[src/rtl/olist_pkg.sv]
// Package with sizes, command codes, status codes and pointer helpers of the list engine.
package olist_pkg;

  // Store geometry.
  localparam int DEPTH      = 16;
  localparam int DATA_WIDTH = 32;
  localparam int IDX_W      = $clog2(DEPTH);
  localparam int CNT_W      = $clog2(DEPTH + 1);

  // Field widths of the channels.
  localparam int KIND_W = 3;
  localparam int STAT_W = 3;
  localparam int POS_W  = 4;

  typedef logic [KIND_W-1:0]            kind_t;
  typedef logic [STAT_W-1:0]            stat_t;
  typedef logic signed [DATA_WIDTH-1:0] word_t;
  typedef logic [IDX_W-1:0]             idx_t;
  typedef logic [CNT_W-1:0]             cnt_t;
  typedef logic [POS_W-1:0]             pos_t;

  // Command codes.
  localparam kind_t K_INS_HEAD = 3'd0;
  localparam kind_t K_DEL_HEAD = 3'd1;
  localparam kind_t K_DEL_TAIL = 3'd2;
  localparam kind_t K_DEL_AFT  = 3'd3;
  localparam kind_t K_DEL_BEF  = 3'd4;
  localparam kind_t K_SEARCH   = 3'd5;

  // Status codes.
  localparam stat_t ST_OK        = 3'd0;
  localparam stat_t ST_UNDERFLOW = 3'd1;
  localparam stat_t ST_NOTFOUND  = 3'd2;
  localparam stat_t ST_NONEIGH   = 3'd3;
  localparam stat_t ST_FULL      = 3'd4;

  // Step a physical store index forwards, wrapping at the end of the store.
  function automatic idx_t idx_inc(input idx_t a);
    return (a == IDX_W'(DEPTH - 1)) ? '0 : idx_t'(a + 1'b1);
  endfunction

  // Step a physical store index backwards, wrapping at the start of the store.
  function automatic idx_t idx_dec(input idx_t a);
    return (a == '0) ? IDX_W'(DEPTH - 1) : idx_t'(a - 1'b1);
  endfunction

endpackage

[src/rtl/olist_if.sv]
// Channel interfaces of the list engine: command input and result output.
interface olist_in_if
  import olist_pkg::*;
();
  logic  valid;
  logic  ready;
  kind_t kind;
  word_t value;
  word_t key;

  modport source (output valid, output kind, output value, output key, input ready);
  modport sink   (input valid, input kind, input value, input key, output ready);
endinterface

interface olist_out_if
  import olist_pkg::*;
();
  logic  valid;
  logic  ready;
  stat_t status;
  word_t removed_value;
  logic  found;
  pos_t  match_position;

  modport source (output valid, output status, output removed_value, output found,
                  output match_position, input ready);
  modport sink   (input valid, input status, input removed_value, input found,
                  input match_position, output ready);
endinterface

[src/rtl/ordered_list_engine_unit.sv]
// Top level of the ordered list engine: sequencer, circular store and result register.
//
//   Channel   Direction  Handshake           Payload
//   in_ch     input      valid / ready       kind, value, key
//   out_ch    output     valid / ready       status, removed_value, found, match_position
//
// Insert and trivial cases pass through dispatch and done; delete head and delete tail
// also read the removed entry; key commands scan the list for the key and then, for
// the deletes, close up the entries behind the removed one. The store has a single
// read port that reads one entry per cycle.
// Reset is synchronous and active low; it empties the list, the store contents stay.
// A finished result waits in the output register while the next command is taken;
// a command is refused while the engine is busy.
module ordered_list_engine_unit
  import olist_pkg::*;
(
  input  logic        clk,
  input  logic        rst_n,
  olist_in_if.sink    in_ch,
  olist_out_if.source out_ch
);

  // Sequencer states.
  localparam logic [2:0] S_IDLE  = 3'd0;
  localparam logic [2:0] S_DISP  = 3'd1;
  localparam logic [2:0] S_SCAN  = 3'd2;
  localparam logic [2:0] S_REM0  = 3'd3;
  localparam logic [2:0] S_REM1  = 3'd4;
  localparam logic [2:0] S_SHIFT = 3'd5;
  localparam logic [2:0] S_DONE  = 3'd6;

  // Control registers.
  logic [2:0] state_r, state_nxt;
  idx_t       head_r, head_nxt;
  cnt_t       count_r, count_nxt;
  logic       out_valid_r, out_valid_nxt;
  logic       cmp_vld_r, cmp_vld_nxt;

  // Command and working registers.
  kind_t kind_r;
  word_t value_r, key_r;
  cnt_t  iss_r, iss_nxt;
  cnt_t  cmp_pos_r, cmp_pos_nxt;
  cnt_t  cur_r, cur_nxt;
  idx_t  rp_r, rp_nxt;
  idx_t  wp_r, wp_nxt;

  // Result registers.
  stat_t res_status_r, res_status_nxt;
  word_t res_removed_r, res_removed_nxt;
  logic  res_found_r, res_found_nxt;
  pos_t  res_pos_r, res_pos_nxt;
  stat_t out_status_r, out_status_nxt;
  word_t out_removed_r, out_removed_nxt;
  logic  out_found_r, out_found_nxt;
  pos_t  out_pos_r, out_pos_nxt;

  // Store and its ports.
  word_t mem [DEPTH];
  word_t rdata_r;
  logic  re, we;
  idx_t  raddr, waddr;
  word_t wdata;

  // Shared offset adder: logical position to physical store index.
  cnt_t                 off_sel;
  logic [CNT_W:0]       phys_sum;
  idx_t                 phys_idx;

  logic in_xfer, match;

  assign in_ch.ready = (state_r == S_IDLE);
  assign in_xfer     = in_ch.valid && in_ch.ready;
  assign match       = cmp_vld_r && (rdata_r == key_r);

  assign phys_sum = {1'b0, {(CNT_W - IDX_W){1'b0}}, head_r} + {1'b0, off_sel};
  assign phys_idx = (phys_sum >= (CNT_W + 1)'(DEPTH))
                    ? IDX_W'(phys_sum - (CNT_W + 1)'(DEPTH))
                    : IDX_W'(phys_sum);

  // Offset fed to the shared adder: the tail for delete tail, a neighbour of the match
  // for the key deletes.
  always_comb begin
    off_sel = count_r - 1'b1;
    if (state_r == S_SCAN) begin
      off_sel = (kind_r == K_DEL_AFT) ? cnt_t'(cmp_pos_r + 1'b1) : cnt_t'(cmp_pos_r - 1'b1);
    end
  end

  // Sequencer.
  always_comb begin
    state_nxt       = state_r;
    head_nxt        = head_r;
    count_nxt       = count_r;
    out_valid_nxt   = out_valid_r;
    cmp_vld_nxt     = cmp_vld_r;
    iss_nxt         = iss_r;
    cmp_pos_nxt     = cmp_pos_r;
    cur_nxt         = cur_r;
    rp_nxt          = rp_r;
    wp_nxt          = wp_r;
    res_status_nxt  = res_status_r;
    res_removed_nxt = res_removed_r;
    res_found_nxt   = res_found_r;
    res_pos_nxt     = res_pos_r;
    out_status_nxt  = out_status_r;
    out_removed_nxt = out_removed_r;
    out_found_nxt   = out_found_r;
    out_pos_nxt     = out_pos_r;
    re    = 1'b0;
    raddr = rp_r;
    we    = 1'b0;
    waddr = wp_r;
    wdata = rdata_r;

    // The output register is emptied by a transfer on the result channel.
    if (out_valid_r && out_ch.ready) begin
      out_valid_nxt = 1'b0;
    end

    case (state_r)
      S_IDLE: begin
        if (in_xfer) begin
          state_nxt = S_DISP;
        end
      end

      S_DISP: begin
        res_status_nxt  = ST_OK;
        res_removed_nxt = '0;
        res_found_nxt   = 1'b0;
        res_pos_nxt     = '0;
        state_nxt       = S_DONE;
        case (kind_r)
          K_INS_HEAD: begin
            if (count_r == CNT_W'(DEPTH)) begin
              res_status_nxt = ST_FULL;
            end else begin
              we        = 1'b1;
              waddr     = idx_dec(head_r);
              wdata     = value_r;
              head_nxt  = idx_dec(head_r);
              count_nxt = cnt_t'(count_r + 1'b1);
            end
          end
          K_DEL_HEAD, K_DEL_TAIL: begin
            if (count_r == '0) begin
              res_status_nxt = ST_UNDERFLOW;
            end else begin
              cur_nxt   = (kind_r == K_DEL_HEAD) ? '0 : cnt_t'(count_r - 1'b1);
              rp_nxt    = (kind_r == K_DEL_HEAD) ? head_r : phys_idx;
              state_nxt = S_REM0;
            end
          end
          K_DEL_AFT, K_DEL_BEF, K_SEARCH: begin
            iss_nxt     = '0;
            cmp_vld_nxt = 1'b0;
            rp_nxt      = head_r;
            state_nxt   = S_SCAN;
          end
          default: begin
            res_status_nxt = ST_OK;
          end
        endcase
      end

      // One read issued and one compare made each cycle until a match or the end of the list.
      S_SCAN: begin
        if (match) begin
          res_found_nxt = 1'b1;
          res_pos_nxt   = POS_W'(cmp_pos_r);
          state_nxt     = S_DONE;
          if (kind_r == K_DEL_AFT) begin
            if ({1'b0, cmp_pos_r} + 1'b1 >= {1'b0, count_r}) begin
              res_status_nxt = ST_NONEIGH;
            end else begin
              cur_nxt   = cnt_t'(cmp_pos_r + 1'b1);
              rp_nxt    = phys_idx;
              state_nxt = S_REM0;
            end
          end else if (kind_r == K_DEL_BEF) begin
            if (cmp_pos_r == '0) begin
              res_status_nxt = ST_NONEIGH;
            end else begin
              cur_nxt   = cnt_t'(cmp_pos_r - 1'b1);
              rp_nxt    = phys_idx;
              state_nxt = S_REM0;
            end
          end
        end else if (iss_r < count_r) begin
          re          = 1'b1;
          raddr       = rp_r;
          rp_nxt      = idx_inc(rp_r);
          cmp_vld_nxt = 1'b1;
          cmp_pos_nxt = iss_r;
          iss_nxt     = cnt_t'(iss_r + 1'b1);
        end else begin
          res_status_nxt = ST_NOTFOUND;
          cmp_vld_nxt    = 1'b0;
          state_nxt      = S_DONE;
        end
      end

      // Read the entry that leaves the list.
      S_REM0: begin
        re        = 1'b1;
        raddr     = rp_r;
        wp_nxt    = rp_r;
        rp_nxt    = idx_inc(rp_r);
        state_nxt = S_REM1;
      end

      // Capture the removed word; the head moves, otherwise the entries behind close up.
      S_REM1: begin
        res_removed_nxt = rdata_r;
        if (kind_r == K_DEL_HEAD) begin
          head_nxt  = idx_inc(head_r);
          count_nxt = cnt_t'(count_r - 1'b1);
          state_nxt = S_DONE;
        end else if ({1'b0, cur_r} + 1'b1 < {1'b0, count_r}) begin
          re        = 1'b1;
          raddr     = rp_r;
          rp_nxt    = idx_inc(rp_r);
          state_nxt = S_SHIFT;
        end else begin
          count_nxt = cnt_t'(count_r - 1'b1);
          state_nxt = S_DONE;
        end
      end

      // Write each entry one place nearer the head while reading the next one.
      S_SHIFT: begin
        we      = 1'b1;
        waddr   = wp_r;
        wdata   = rdata_r;
        wp_nxt  = idx_inc(wp_r);
        cur_nxt = cnt_t'(cur_r + 1'b1);
        if ({1'b0, cur_r} + 2'd2 < {1'b0, count_r}) begin
          re     = 1'b1;
          raddr  = rp_r;
          rp_nxt = idx_inc(rp_r);
        end else begin
          count_nxt = cnt_t'(count_r - 1'b1);
          state_nxt = S_DONE;
        end
      end

      // Hand the result to the output register once it is free.
      S_DONE: begin
        if (!out_valid_r || out_ch.ready) begin
          out_valid_nxt   = 1'b1;
          out_status_nxt  = res_status_r;
          out_removed_nxt = res_removed_r;
          out_found_nxt   = res_found_r;
          out_pos_nxt     = res_pos_r;
          state_nxt       = S_IDLE;
        end
      end

      default: begin
        state_nxt = S_IDLE;
      end
    endcase
  end

  // Control registers with reset.
  always_ff @(posedge clk) begin
    if (!rst_n) begin
      state_r     <= S_IDLE;
      head_r      <= '0;
      count_r     <= '0;
      out_valid_r <= 1'b0;
      cmp_vld_r   <= 1'b0;
    end else begin
      state_r     <= state_nxt;
      head_r      <= head_nxt;
      count_r     <= count_nxt;
      out_valid_r <= out_valid_nxt;
      cmp_vld_r   <= cmp_vld_nxt;
    end
  end

  // Payload and working registers.
  always_ff @(posedge clk) begin
    if (in_xfer) begin
      kind_r  <= in_ch.kind;
      value_r <= in_ch.value;
      key_r   <= in_ch.key;
    end
    iss_r         <= iss_nxt;
    cmp_pos_r     <= cmp_pos_nxt;
    cur_r         <= cur_nxt;
    rp_r          <= rp_nxt;
    wp_r          <= wp_nxt;
    res_status_r  <= res_status_nxt;
    res_removed_r <= res_removed_nxt;
    res_found_r   <= res_found_nxt;
    res_pos_r     <= res_pos_nxt;
    out_status_r  <= out_status_nxt;
    out_removed_r <= out_removed_nxt;
    out_found_r   <= out_found_nxt;
    out_pos_r     <= out_pos_nxt;
  end

  // Store: one write port and one registered read port.
  always_ff @(posedge clk) begin
    if (we) begin
      mem[waddr] <= wdata;
    end
    if (re) begin
      rdata_r <= mem[raddr];
    end
  end

  assign out_ch.valid          = out_valid_r;
  assign out_ch.status         = out_status_r;
  assign out_ch.removed_value  = out_removed_r;
  assign out_ch.found          = out_found_r;
  assign out_ch.match_position = out_pos_r;

  // The list never holds more entries than the store.
  a_count_bound: assert property (@(posedge clk) disable iff (!rst_n)
    count_r <= CNT_W'(DEPTH))
    else $error("entry count above store depth");

  // An insert into a list with room grows it by one entry.
  a_insert_grows: assert property (@(posedge clk) disable iff (!rst_n)
    (in_xfer && in_ch.kind == K_INS_HEAD && count_r != CNT_W'(DEPTH))
    |=> ##1 (count_r == cnt_t'($past(count_r, 2) + 1'b1)))
    else $error("insert did not grow the list");

  // An underflow result carries no removed word and no match.
  a_underflow_clean: assert property (@(posedge clk) disable iff (!rst_n)
    (out_valid_r && out_status_r == ST_UNDERFLOW)
    |-> (out_removed_r == '0 && !out_found_r))
    else $error("underflow result carries data");

  // The scan never issues a read beyond the tail.
  a_scan_bound: assert property (@(posedge clk) disable iff (!rst_n)
    (state_r == S_SCAN) |-> (iss_r <= count_r))
    else $error("scan ran past the tail");

endmodule
[src/flat_wrapper.sv]
// flat-port wrapper written by rule: the top's interface ports become plain ports
module ordered_list_engine_unit_flat import olist_pkg::*;
  (clk, rst_n, in_ch_valid, in_ch_kind, in_ch_value, in_ch_key, in_ch_ready, out_ch_valid, out_ch_status, out_ch_removed_value, out_ch_found, out_ch_match_position, out_ch_ready);
  olist_in_if in_ch_i ();
  olist_out_if out_ch_i ();
  input  logic clk;
  input  logic rst_n;
  input wire logic [$bits(in_ch_i.valid)-1:0] in_ch_valid;
  input wire logic [$bits(in_ch_i.kind)-1:0] in_ch_kind;
  input wire logic [$bits(in_ch_i.value)-1:0] in_ch_value;
  input wire logic [$bits(in_ch_i.key)-1:0] in_ch_key;
  output wire logic [$bits(in_ch_i.ready)-1:0] in_ch_ready;
  output wire logic [$bits(out_ch_i.valid)-1:0] out_ch_valid;
  output wire logic [$bits(out_ch_i.status)-1:0] out_ch_status;
  output wire logic [$bits(out_ch_i.removed_value)-1:0] out_ch_removed_value;
  output wire logic [$bits(out_ch_i.found)-1:0] out_ch_found;
  output wire logic [$bits(out_ch_i.match_position)-1:0] out_ch_match_position;
  input wire logic [$bits(out_ch_i.ready)-1:0] out_ch_ready;
  assign in_ch_i.valid = in_ch_valid;
  assign in_ch_i.kind = in_ch_kind;
  assign in_ch_i.value = in_ch_value;
  assign in_ch_i.key = in_ch_key;
  assign in_ch_ready = in_ch_i.ready;
  assign out_ch_valid = out_ch_i.valid;
  assign out_ch_status = out_ch_i.status;
  assign out_ch_removed_value = out_ch_i.removed_value;
  assign out_ch_found = out_ch_i.found;
  assign out_ch_match_position = out_ch_i.match_position;
  assign out_ch_i.ready = out_ch_ready;
  ordered_list_engine_unit u_core (.clk(clk), .rst_n(rst_n), .in_ch(in_ch_i), .out_ch(out_ch_i));
endmodule
[config.mk]
export PLATFORM = sky130hd
export DESIGN_NAME = ordered_list_engine_unit_flat
export DESIGN_NICKNAME = d
export VERILOG_FILES = /design/src/rtl/olist_pkg.sv /design/src/rtl/olist_if.sv /design/src/rtl/ordered_list_engine_unit.sv /design/src/flat_wrapper.sv
export SDC_FILE = /design/constraint.sdc
export NUM_CORES = 1
export LEC_CHECK = 0
export ABC_AREA = 0
export BUFFER_PORTS_ARGS = -buffer_cell sky130_fd_sc_hd__clkbuf_2
export CAP_MARGIN = 20
export CELL_PAD_IN_SITES_DETAIL_PLACEMENT = 1
export CELL_PAD_IN_SITES_GLOBAL_PLACEMENT = 2
export CORE_ASPECT_RATIO = 1.1
export CORE_UTILIZATION = 42
export DETAILED_ROUTE_END_ITERATION = 6
export PLACE_DENSITY = 0.88
export SKIP_LAST_GASP = 1
export SYNTH_ARGS = -nofsm -noshare
export SYNTH_HDL_FRONTEND = slang
export SYNTH_SLANG_ARGS = --single-unit
[constraint.sdc]
create_clock -name clk -period 5.14 [get_ports clk]
set_input_delay 0.771 -clock clk [delete_from_list [all_inputs] [get_ports clk]]
set_output_delay 0.771 -clock clk [all_outputs]
set_load 0.1 [all_outputs]
==> results of run 1 <==
==> where the power goes <==
group | switching, mW | internal, mW
clock network | 2.35 | 3.35
registers | 0.665 | 8.14
logic | 4.22 | 1.94
==> worst max-delay path: cells and delay by family (launching register included) <==
kind          cells  cell delay [ns]
simple gates      5             2.38
flops             1             0.82
mux               1             0.34
buf+inv           1             0.35
==> layer usage <==
metal	track usage [%]	vias to the layer above
met2	40.19	770
li1	-	7228
met4	7.431	4
met1	30.19	8764
met3	3.930	135
met5	0	-
==> state kept, by name (all words and copies together) (netlist names), 5 cells and up <==
| name | count |
|---|---|
| u_core.cmp_pos_r | 5 |
| u_core.count_r | 5 |
| u_core.cur_r | 5 |
| u_core.iss_r | 5 |
| u_core.key_r | 32 |
| u_core.mem | 512 |
| u_core.out_ch.removed_value | 32 |
| u_core.rdata_r | 32 |
| u_core.res_removed_r | 32 |
| u_core.value_r | 32 |
==> Yosys cell counts (4+ instances only) <==
library cell / n
a211oi_1: 8
a21o_1: 9
a21oi_1: 59
a221oi_1: 33
a22oi_1: 33
a31oi_1: 4
and2_1: 36
and3_1: 8
buf_1: 22
clkbuf_1: 60
dfxtp_1: 14
edfxtp_1: 714
ha_1: 35
inv_1: 26
mux2_2: 25
mux2i_1: 115
mux4_2: 64
nand2_1: 200
nand2b_1: 11
nand3_1: 20
nand4_1: 8
nor2_1: 47
nor3_1: 6
nor3b_1: 5
nor4_1: 9
o21a_1: 6
o21ai_0: 81
o221ai_1: 5
or3_1: 6
or4_1: 4
xnor2_1: 32
xor2_1: 25
==> metrics by stage <==
step / std cells / total power, mW / hold slack [ns] / area [µm²] / worst slack, ns
finish: 2907 / 20.66 / 0.3158 / 33940 / 0.9236
global placement: 2771 / 14.51 / 0.4007 / 31360 / 1.261
CTS: 2906 / 20.68 / 0.2932 / 33910 / 0.9579
floorplan: 1781 / 12.47 / 0.4003 / 29460 / 0.02831
detailed placement: 2771 / 14.85 / 0.4063 / 31360 / 0.9775
global route: 2907 / 21.34 / 0.3094 / 33940 / 0.7112
==> area by class of cell <==
| type | instances | area [µm²] |
|---|---|---|
| flip-flops and latches | 728 | 21720 |
| inverters | 27 | 101.3 |
| repair buffers | 149 | 920.9 |
| fillers | 6614 | 35310 |
| clock inverters | 48 | 599.3 |
| multi-input cells | 941 | 7485 |
| well taps | 927 | 1160 |
| clock buffers | 87 | 1952 |
==> worst paths after layout <==
kind                                         startpoint                        endpoint  slack [ns]  depth (start not counted)
worst max-delay path                  u_core.state_r[0]               u_core.mem[0][20]        0.92                          7
worst min register to register  u_core.res_removed_r[9]  u_core.out_ch.removed_value[9]        0.42                          0
worst min-delay path                     in_ch_value[9]               u_core.value_r[9]        0.32                          1
worst max register to register        u_core.state_r[0]               u_core.mem[0][20]        0.92                          7
==> logic make-up after synthesis <==
group	count (synthesis)	share of synthesized area (%)
compound gates	267	5.844
xor+xnor	57	1.694
fa+ha+maj	37	1.622
buf+inv	112	1.440
flops	728	73.72
mux	204	9.755
simple gates	376	5.920
==> impl_metrics.csv, run 1 <==
group,metric,value,unit
clock_tree,clk_pin_slew_worst_paths,0.07,ns
cells_and_area,syn2layout_area_growth,15.20,%
floorplanning,core,69250,µm²
worst_setup_path,cp_max_fo,21,
worst_setup_path,critPathSlowestCell,"dfxtp_1",
drt,wl_met3,6.310,mm
worst_setup_path,critPathCaptureType,"flip-flop",
drt,top_signal_layer_used,"met5",
synthesis,yosysUniqueCellTypes,65,
global_route,grt_pass1_vias,17900,
place,portBuffers,112,
clock_tree,hold_buffers,0,
clock_tree,post_cts_buffers,0,
global_route,grt.total_usage,23.42,%
clock_tree,cts_tree,"built",
timing,rsz0062_at_grt,"no",
power_and_ir_drop,ir_worst_vdd,0.3280,mV
global_route,antenna_found_initial,5,
drt,routed-wl-met2,41.55,mm
synthesis,syn-num-nets,1889,
floorplanning,die_area,71210,µm²
timing,max_slew_margin,22.37,%
drt,drc_errors,0,
drt,wl_met1,32.63,mm
timing,slew_viol_final,0,
timing,fin_crit,4.216,ns
power_and_ir_drop,leakage,11.57,nW
synthesis,yosys-top-cells-area,"edfxtp_1, mux4_2, mux2i_1",
synthesis,synth_enable_flop_cells,714,
drt,routedWlPerCell,28.44,µm
synthesis,ys_warn_count,0,
worst_setup_path,max_stage_delay,0.82,ns
clock_tree,cts_sinks,728,
cells_and_area,drive_above_1_share,19.65,%
clock_tree,cts_made_buffers,74,
status,status,"finished clean",
clock_tree,cts_root_buf,"clkbuf_16",
synthesis,synth_area,29460,µm²
synthesis,yosys.area.top_type,"edfxtp_1",
worst_setup_path,arrival,4.53,ns
clock_tree,htree_num_levels,3,
synthesis,synth_top_area_share,72.77,%
drt,antenna_left,0,
floorplanning,die_h,279.8,µm
worst_setup_path,crit_chain,"nor3b_1 -> and3_2 -> mux2i_1 -> and2_1 -> nand2_1 -> nor2_4 -> buf_4",
drt,viasPerCell,5.814,
drt,drt_iter0_markers,1735,
cells_and_area,layout_commonest_cell,"edfxtp_1",
timing,hold_viol_final,0,
cells_and_area,utilization,49.01,%
floorplanning,rows,101,
floorplanning,die_x,254.5,µm
timing,worstMarginPinSlew,1.164,ns
cells_and_area,layout.nets,2029,
clock_tree,worstSkewPairLatency,0.63,ns
hold_path,min_path_type,"in2reg",
timing,tns,0,ns
synthesis,postSynthCellCount,1781,
synthesis,ys_async_sr_fraction,0,%
floorplanning,start_util,42.54,%
timing,fin_crit_sh,82.03,%
timing,max_freq,0.2372,GHz
synthesis,avgSynthCellArea,16.54,µm²
drt,drt_first_pass_iters,5,
global_route,grt_max_degree,68,
timing,skew,0.02141,ns
synthesis,synth_seq_cells,728,
floorplanning,io_pins,113,
global_route,grt_pass1_wl,120.9,mm
place,place_hpwl,51.46,mm
timing,setup_viol,0,
cells_and_area,layout_common_cells,"edfxtp_1, nand2_1, mux2i_1",
worst_setup_path,critPathKind,"reg2reg",
clock_tree,clockBufferDepth,3,
power_and_ir_drop,power_density,608.7,nW/µm²
clock_tree,cts-resized-gates,0,
drt,routed_wl,82.69,mm
global_route,grt_overflow,0,
place,place_congestion,0.9060,
synthesis,ys.flop_type,"edfxtp_1",
cells_and_area,diodes,0,
run,maxCapViolations,0,
synthesis,synth_seq_area_share,73.72,%
drt,vias,16900,
worst_setup_path,crit_required,5.45,ns
worst_setup_path,setup.worst_path.start_class,"flip-flop",
(Power assumes the default switching activity.)
==> inputs of run 2 (changes only) <==
- clock period: 5.14 -> 3.6 ns (I/O delays scaled with it)
==> run 2 against run 1 <==
  * Fmax rose by 29%
  * Sequential cell count unchanged
  * Combinational power up 45%
  * Final area up 0.53%
  * Critical path depth is 2 lower
  * Worst hold slack got worse by 0.23 ns
  * Setup slack got worse by 0.58 ns
  * Largest cell class unchanged
  * Highest routed layer is now met4
==> impl_metrics.csv, run 2 (same netlist as run 1, synthesis figures left out) <==
group,metric,value,unit
status,status,"finished clean",
worst_setup_path,critical_path_buf_inv_count,0,
clock_tree,hold_buffers,0,
cells_and_area,layout.nets,2059,
global_route,grt_pass1_wl,119.1,mm
drt,vias,16990,
worst_setup_path,r2r_slack,0.34,ns
power_and_ir_drop,ir_worst_vdd,0.4648,mV
global_route,antenna_found_initial,0,
timing,fin_crit,3.258,ns
cells_and_area,ff_latch_area,21720,µm²
cells_and_area,design_area,34120,µm²
worst_setup_path,arrival,3.54,ns
clock_tree,cts_tree,"built",
drt,drc_errors,0,
floorplanning,die_h,279.8,µm
worst_setup_path,crit_chain,"a222oi_1 -> nand3_1 -> or4_1 -> or4_1 -> a22oi_1",
drt,routed_wl,80.81,mm
clock_tree,cts_made_buffers,73,
timing,fin_crit_sh,90.49,%
drt,drt_first_pass_iters,5,
cells_and_area,nFillCells,6605,
clock_tree,cts_sinks,728,
worst_setup_path,r2r_cells,5,
cells_and_area,layout_commonest_cell,"edfxtp_1",
floorplanning,io_pins,113,
clock_tree,clk_pin_slew_worst_paths,0.06,ns
place,dp.cells,2803,
timing,rsz0062_at_grt,"no",
power_and_ir_drop,leakage,11.63,nW
cells_and_area,largest_reg_flops,512,
cells_and_area,multiInputGateArea,7490,µm²
cells_and_area,layout_common_cells,"edfxtp_1, nand2_1, mux2i_1",
worst_setup_path,cp_max_fo,7,
hold_path,min_path_cells,1,
place,portBuffers,112,
timing,slew_viol_final,0,
cells_and_area,drive_above_1_share,20.27,%
power_and_ir_drop,power_density,833.7,nW/µm²
global_route,grt.total_usage,22.94,%
drt,drt_iter0_markers,1697,
timing,max_slew_margin,31.81,%
clock_tree,htree_num_levels,3,
cells_and_area,fin_cells,2935,
cells_and_area,syn2layout_area_growth,15.81,%
timing,setup_viol,0,
drt,routed-wl-met2,40.97,mm
worst_setup_path,crit_required,3.89,ns
worst_setup_path,worst_path_most_repeated_cell,"or4_1",
place,dpl_cell_area,31870,µm²
timing,worstMarginPinSlew,1.019,ns
timing,max_freq,0.3070,GHz
worst_setup_path,setup.worst_path.start_class,"flip-flop",
clock_tree,post_cts_buffers,0,
clock_tree,clockBufferDepth,3,
global_route,grt_overflow,0,
floorplanning,core,69250,µm²
cells_and_area,regMostFlops,"u_core.mem",
drt,viasPerCell,5.787,
worst_setup_path,critical-path-top-delay-family,"simple AND/OR/NAND/NOR gates",
drt,antenna_left,0,
global_route,grt_max_degree,69,
clock_tree,worstSkewPairLatency,0.62,ns
timing,hold_viol_final,0,
floorplanning,rows,101,
worst_setup_path,r2r-end,"u_core.res_status_r[1]",
clock_tree,cts_root_buf,"clkbuf_16",
clock_tree,cts-resized-gates,0,
drt,routedWlPerCell,27.53,µm
drt,top_signal_layer_used,"met4",
worst_setup_path,r2r-start,"u_core.rdata_r[27]",
drt,wl_met3,4.978,mm
cells_and_area,diodes,0,
run,maxCapViolations,0,
floorplanning,start_util,42.54,%
floorplanning,die_area,71210,µm²
drt,wl_met1,32.65,mm
place,place_hpwl,51.25,mm
timing,skew,0.02368,ns
global_route,grt_pass1_vias,18110,
worst_setup_path,max_stage_delay,0.67,ns
hold_path,hold_start,"in_ch_key[20]",
worst_setup_path,critPathKind,"reg2reg",
place,place_congestion,0.9060,
floorplanning,die_x,254.5,µm
worst_setup_path,critPathCaptureType,"flip-flop",
worst_setup_path,critPathSlowestCell,"a222oi_1",
hold_path,hold_end,"u_core.key_r[20]",
power_and_ir_drop,total_power,28.45,mW
hold_path,min_path_type,"in2reg",
==> run 2: cell types whose count changed in the layout (fill, tap and decap cells not counted) <==
cell,before,now
nor3_1,6,5
buf_12,5,26
clkbuf_8,3,1
clkinv_4,2,1
buf_4,31,42
clkbuf_1,9,20
buf_16,1,0
bufinv_16,12,2
nor3_2,0,1
clkinv_2,14,13
==> run 2: per-layer routing <==
metal	global-route usage (%)	up-vias
met5	0	-
met4	7.830	0
met3	3.187	147
met2	39.61	763
met1	29.58	8781
li1	-	7294
==> run 2: worst max path at each step <==
| stage | to | startpoint | cells past startpoint | slack [ns] |
|---|---|---|---|---|
| floorplan | u_core.mem[7][0] | u_core.state_r[0] | 7 | -0.18 |
| global placement | u_core.res_status_r[1] | u_core.rdata_r[23] | 6 | 0.44 |
| detailed placement | u_core.res_status_r[2] | u_core.rdata_r[3] | 6 | 0.41 |
| CTS | u_core.res_status_r[2] | u_core.rdata_r[3] | 6 | 0.37 |
| global route | u_core.count_r[1] | u_core.cur_r[0] | 9 | 0.25 |
| finish | u_core.res_status_r[1] | u_core.rdata_r[27] | 5 | 0.34 |
==> run 2: layout make-up <==
type | count | share of cell area, %
timing repair buffer | 180 | 4.093
clock inverter | 36 | 0.8361
clock buffer | 96 | 5.761
multi-input combinational | 941 | 21.95
inverter | 27 | 0.2970
tap | 927 | 3.399
sequential | 728 | 63.66
==> run 2: per-stage QoR <==
| step | worst slack [ns] | utilization (%) | hold WS [ns] | setup TNS (ns) |
|---|---|---|---|---|
| 5_1_grt | 0.2506 | 49.27 | 0.07787 | 0 |
| 6_report | 0.3425 | 49.27 | 0.08891 | 0 |
| 4_1_cts | 0.3719 | 49.27 | 0.06516 | 0 |
| 3_5_place_dp | 0.4062 | 46.02 | 0.4052 | 0 |
| 3_3_place_gp | 0.4424 | 46.02 | 0.4012 | 0 |
| 2_1_floorplan | -0.1762 | - | 0.4003 | -62.35 |
==> run 2: where the power goes <==
| group | switching (mW) | internal [mW] | leakage (nW) |
|---|---|---|---|
| combinational | 5.98 | 2.91 | 3.94 |
| sequential | 0.709 | 11.6 | 6.60 |
| clock | 3.21 | 4.03 | 1.09 |
| total | 9.90 | 18.5 | 11.6 |
==> inputs of run 3 (changes only) <==
- PLACE_DENSITY: 0.88 -> 0.73
==> run 3 against run 2 <==
  * Routed wire length fell by 1.4%
  * Clock power rose by 7.9%
  * Sequential share of layout area fell by 0.43 points
==> impl_metrics.csv, run 3 (same netlist as run 1, synthesis figures left out) <==
group,metric,value,unit
floorplanning,rows,101,
global_route,grt_busiest_layer,"met2",
power_and_ir_drop,power_density,841.6,nW/µm²
global_route,grt_pass1_vias,17470,
global_route,grt_max_degree,69,
global_route,antenna_found_initial,1,
global_route,grt.total_usage,22.56,%
drt,vias,16630,
timing,worstMarginPinSlew,1.007,ns
power_and_ir_drop,power_frac_comb,30.4,%
hold_path,min_path_type,"in2reg",
clock_tree,clockBufferDepth,3,
cells_and_area,largest_reg_flops,512,
cells_and_area,fin_cells,2943,
clock_tree,cts_made_buffers,76,
global_route,grt_overflow,0,
drt,drt_iter0_markers,1401,
worst_setup_path,arrival,3.61,ns
floorplanning,io_pins,113,
power_and_ir_drop,swShare,34.10,%
global_route,grt_pass1_wl,116.1,mm
timing,fin_crit_sh,90.53,%
power_and_ir_drop,leakage,11.75,nW
floorplanning,start_util,42.54,%
clock_tree,cts_tree,"built",
drt,routed_wl,79.70,mm
power_and_ir_drop,internal-power,19.05,mW
timing,max_freq,0.3068,GHz
timing,rsz0062_at_grt,"no",
timing,max_slew_margin,32.88,%
cells_and_area,layout.nets,2064,
timing,skew,0.01879,ns
place,place_congestion,0.8771,
power_and_ir_drop,seq_power_share,42.6,%
clock_tree,hold_buffers,0,
place,place_hpwl,50.01,mm
worst_setup_path,cp_max_fo,8,
drt,drc_errors,0,
drt,routedWlPerCell,27.08,µm
cells_and_area,regMostFlops,"u_core.mem",
worst_setup_path,setup.worst_path.start_class,"flip-flop",
floorplanning,die_h,279.8,µm
cells_and_area,syn2layout_area_growth,16.60,%
clock_tree,worstSkewPairLatency,0.62,ns
place,dp.cells,2805,
cells_and_area,layout_common_cells,"edfxtp_1, nand2_1, mux2i_1",
drt,drt_first_pass_iters,6,
timing,hold_viol_final,0,
hold_path,hold_end,"u_core.key_r[16]",
timing,setup_viol,0,
power_and_ir_drop,p_clk_share,27.0,%
worst_setup_path,critPathKind,"reg2reg",
worst_setup_path,r2r_slack,0.34,ns
floorplanning,die_area,71210,µm²
timing,slew_viol_final,0,
clock_tree,cts_sinks,728,
drt,antenna_left,0,
clock_tree,clk_pin_slew_worst_paths,0.06,ns
cells_and_area,drive_above_1_share,20.63,%
timing,fin_crit,3.259,ns
drt,viasPerCell,5.652,
floorplanning,die_x,254.5,µm
hold_path,min_path_cells,1,
run,maxCapViolations,0,
power_and_ir_drop,ir_worst_vdd,0.4143,mV
clock_tree,cts-resized-gates,0,
timing,setup_slack,0.3411,ns
worst_setup_path,crit_required,3.95,ns
worst_setup_path,r2r_cells,11,
place,portBuffers,112,
clock_tree,post_cts_buffers,0,
hold_path,hold_start,"in_ch_key[16]",
status,status,"finished clean",
power_and_ir_drop,power.switching,9.860,mW
clock_tree,cts_root_buf,"clkbuf_16",
clock_tree,htree_num_levels,3,
global_route,grtUsageMet1,31.35,%
cells_and_area,layout_commonest_cell,"edfxtp_1",
global_route,use_met2,37.41,%
place,place_ws,0.3884,ns
floorplanning,core,69250,µm²
worst_setup_path,r2r-end,"u_core.rp_r[3]",
cells_and_area,diodes,0,
worst_setup_path,r2r-start,"u_core.kind_r[2]",
worst_setup_path,critPathCaptureType,"flip-flop",
global_route,met3_usage,2.797,%
[run 3: final cells by class]
type | count | area, µm²
clock buffers | 96 | 2008
multi-input cells | 941 | 7490
flip-flops and latches | 728 | 21720
inverters | 27 | 101.3
fillers | 6569 | 34900
repair buffers | 182 | 1424
clock inverters | 42 | 447.9
well taps | 927 | 1160
[run 3: stage by stage]
| step | instance area, µm² | power, mW | hold WS [ns] | utilization, % | TNS (ns) |
|---|---|---|---|---|---|
| 3_5_place_dp | 31900 | 21.27 | 0.4052 | 46.06 | 0 |
| 4_1_cts | 34350 | 29.13 | 0.07210 | 49.60 | 0 |
| 2_1_floorplan | 29490 | 17.80 | 0.4003 | - | -62.35 |
| 5_1_grt | 34350 | 30.15 | 0.09134 | 49.60 | 0 |
| 6_report | 34350 | 28.91 | 0.1012 | 49.60 | 0 |
| 3_3_place_gp | 31900 | 21.02 | 0.4024 | 46.06 | 0 |
[run 3: power groups by stage]
stage / combinational [mW] / sequential (mW) / clock, mW
finish: 8.79 / 12.3 / 7.81
global route: 9.49 / 12.4 / 8.26
floorplan: 5.53 / 12.3 / 0
detailed placement: 8.79 / 12.5 / 0
CTS: 8.85 / 12.3 / 7.97
global placement: 8.60 / 12.4 / 0
[run 3: worst max-delay path, stage by stage (launching register included)]
cell	delay (ns)
edfxtp_1	0.49
nand3b_1	0.41
inv_1	0.20
fa_1	0.47
mux2i_1	0.23
ha_1	0.28
a21o_1	0.18
a21oi_1	0.20
xnor2_1	0.11
xnor2_1	0.23
a211o_1	0.13
nand3_1	0.06
[run 3: worst max-delay path by stage]
stage | start | endpoint | slack [ns] | cells past startpoint
after global routing | u_core.cur_r[0] | u_core.count_r[2] | 0.16 | 9
after detailed placement | u_core.kind_r[2] | u_core.rp_r[3] | 0.39 | 11
after floorplan | u_core.state_r[0] | u_core.mem[7][0] | -0.18 | 7
final | u_core.kind_r[2] | u_core.rp_r[3] | 0.34 | 11
after CTS | u_core.kind_r[2] | u_core.rp_r[3] | 0.36 | 11
after global placement | u_core.rdata_r[23] | u_core.res_status_r[0] | 0.44 | 6
[run 3: metal layers]
metal  wire (µm)  share of wire, %
met1       35370                44
met2       38880                49
met5           0                 0
met4        1587               2.0
met3        3869               4.9
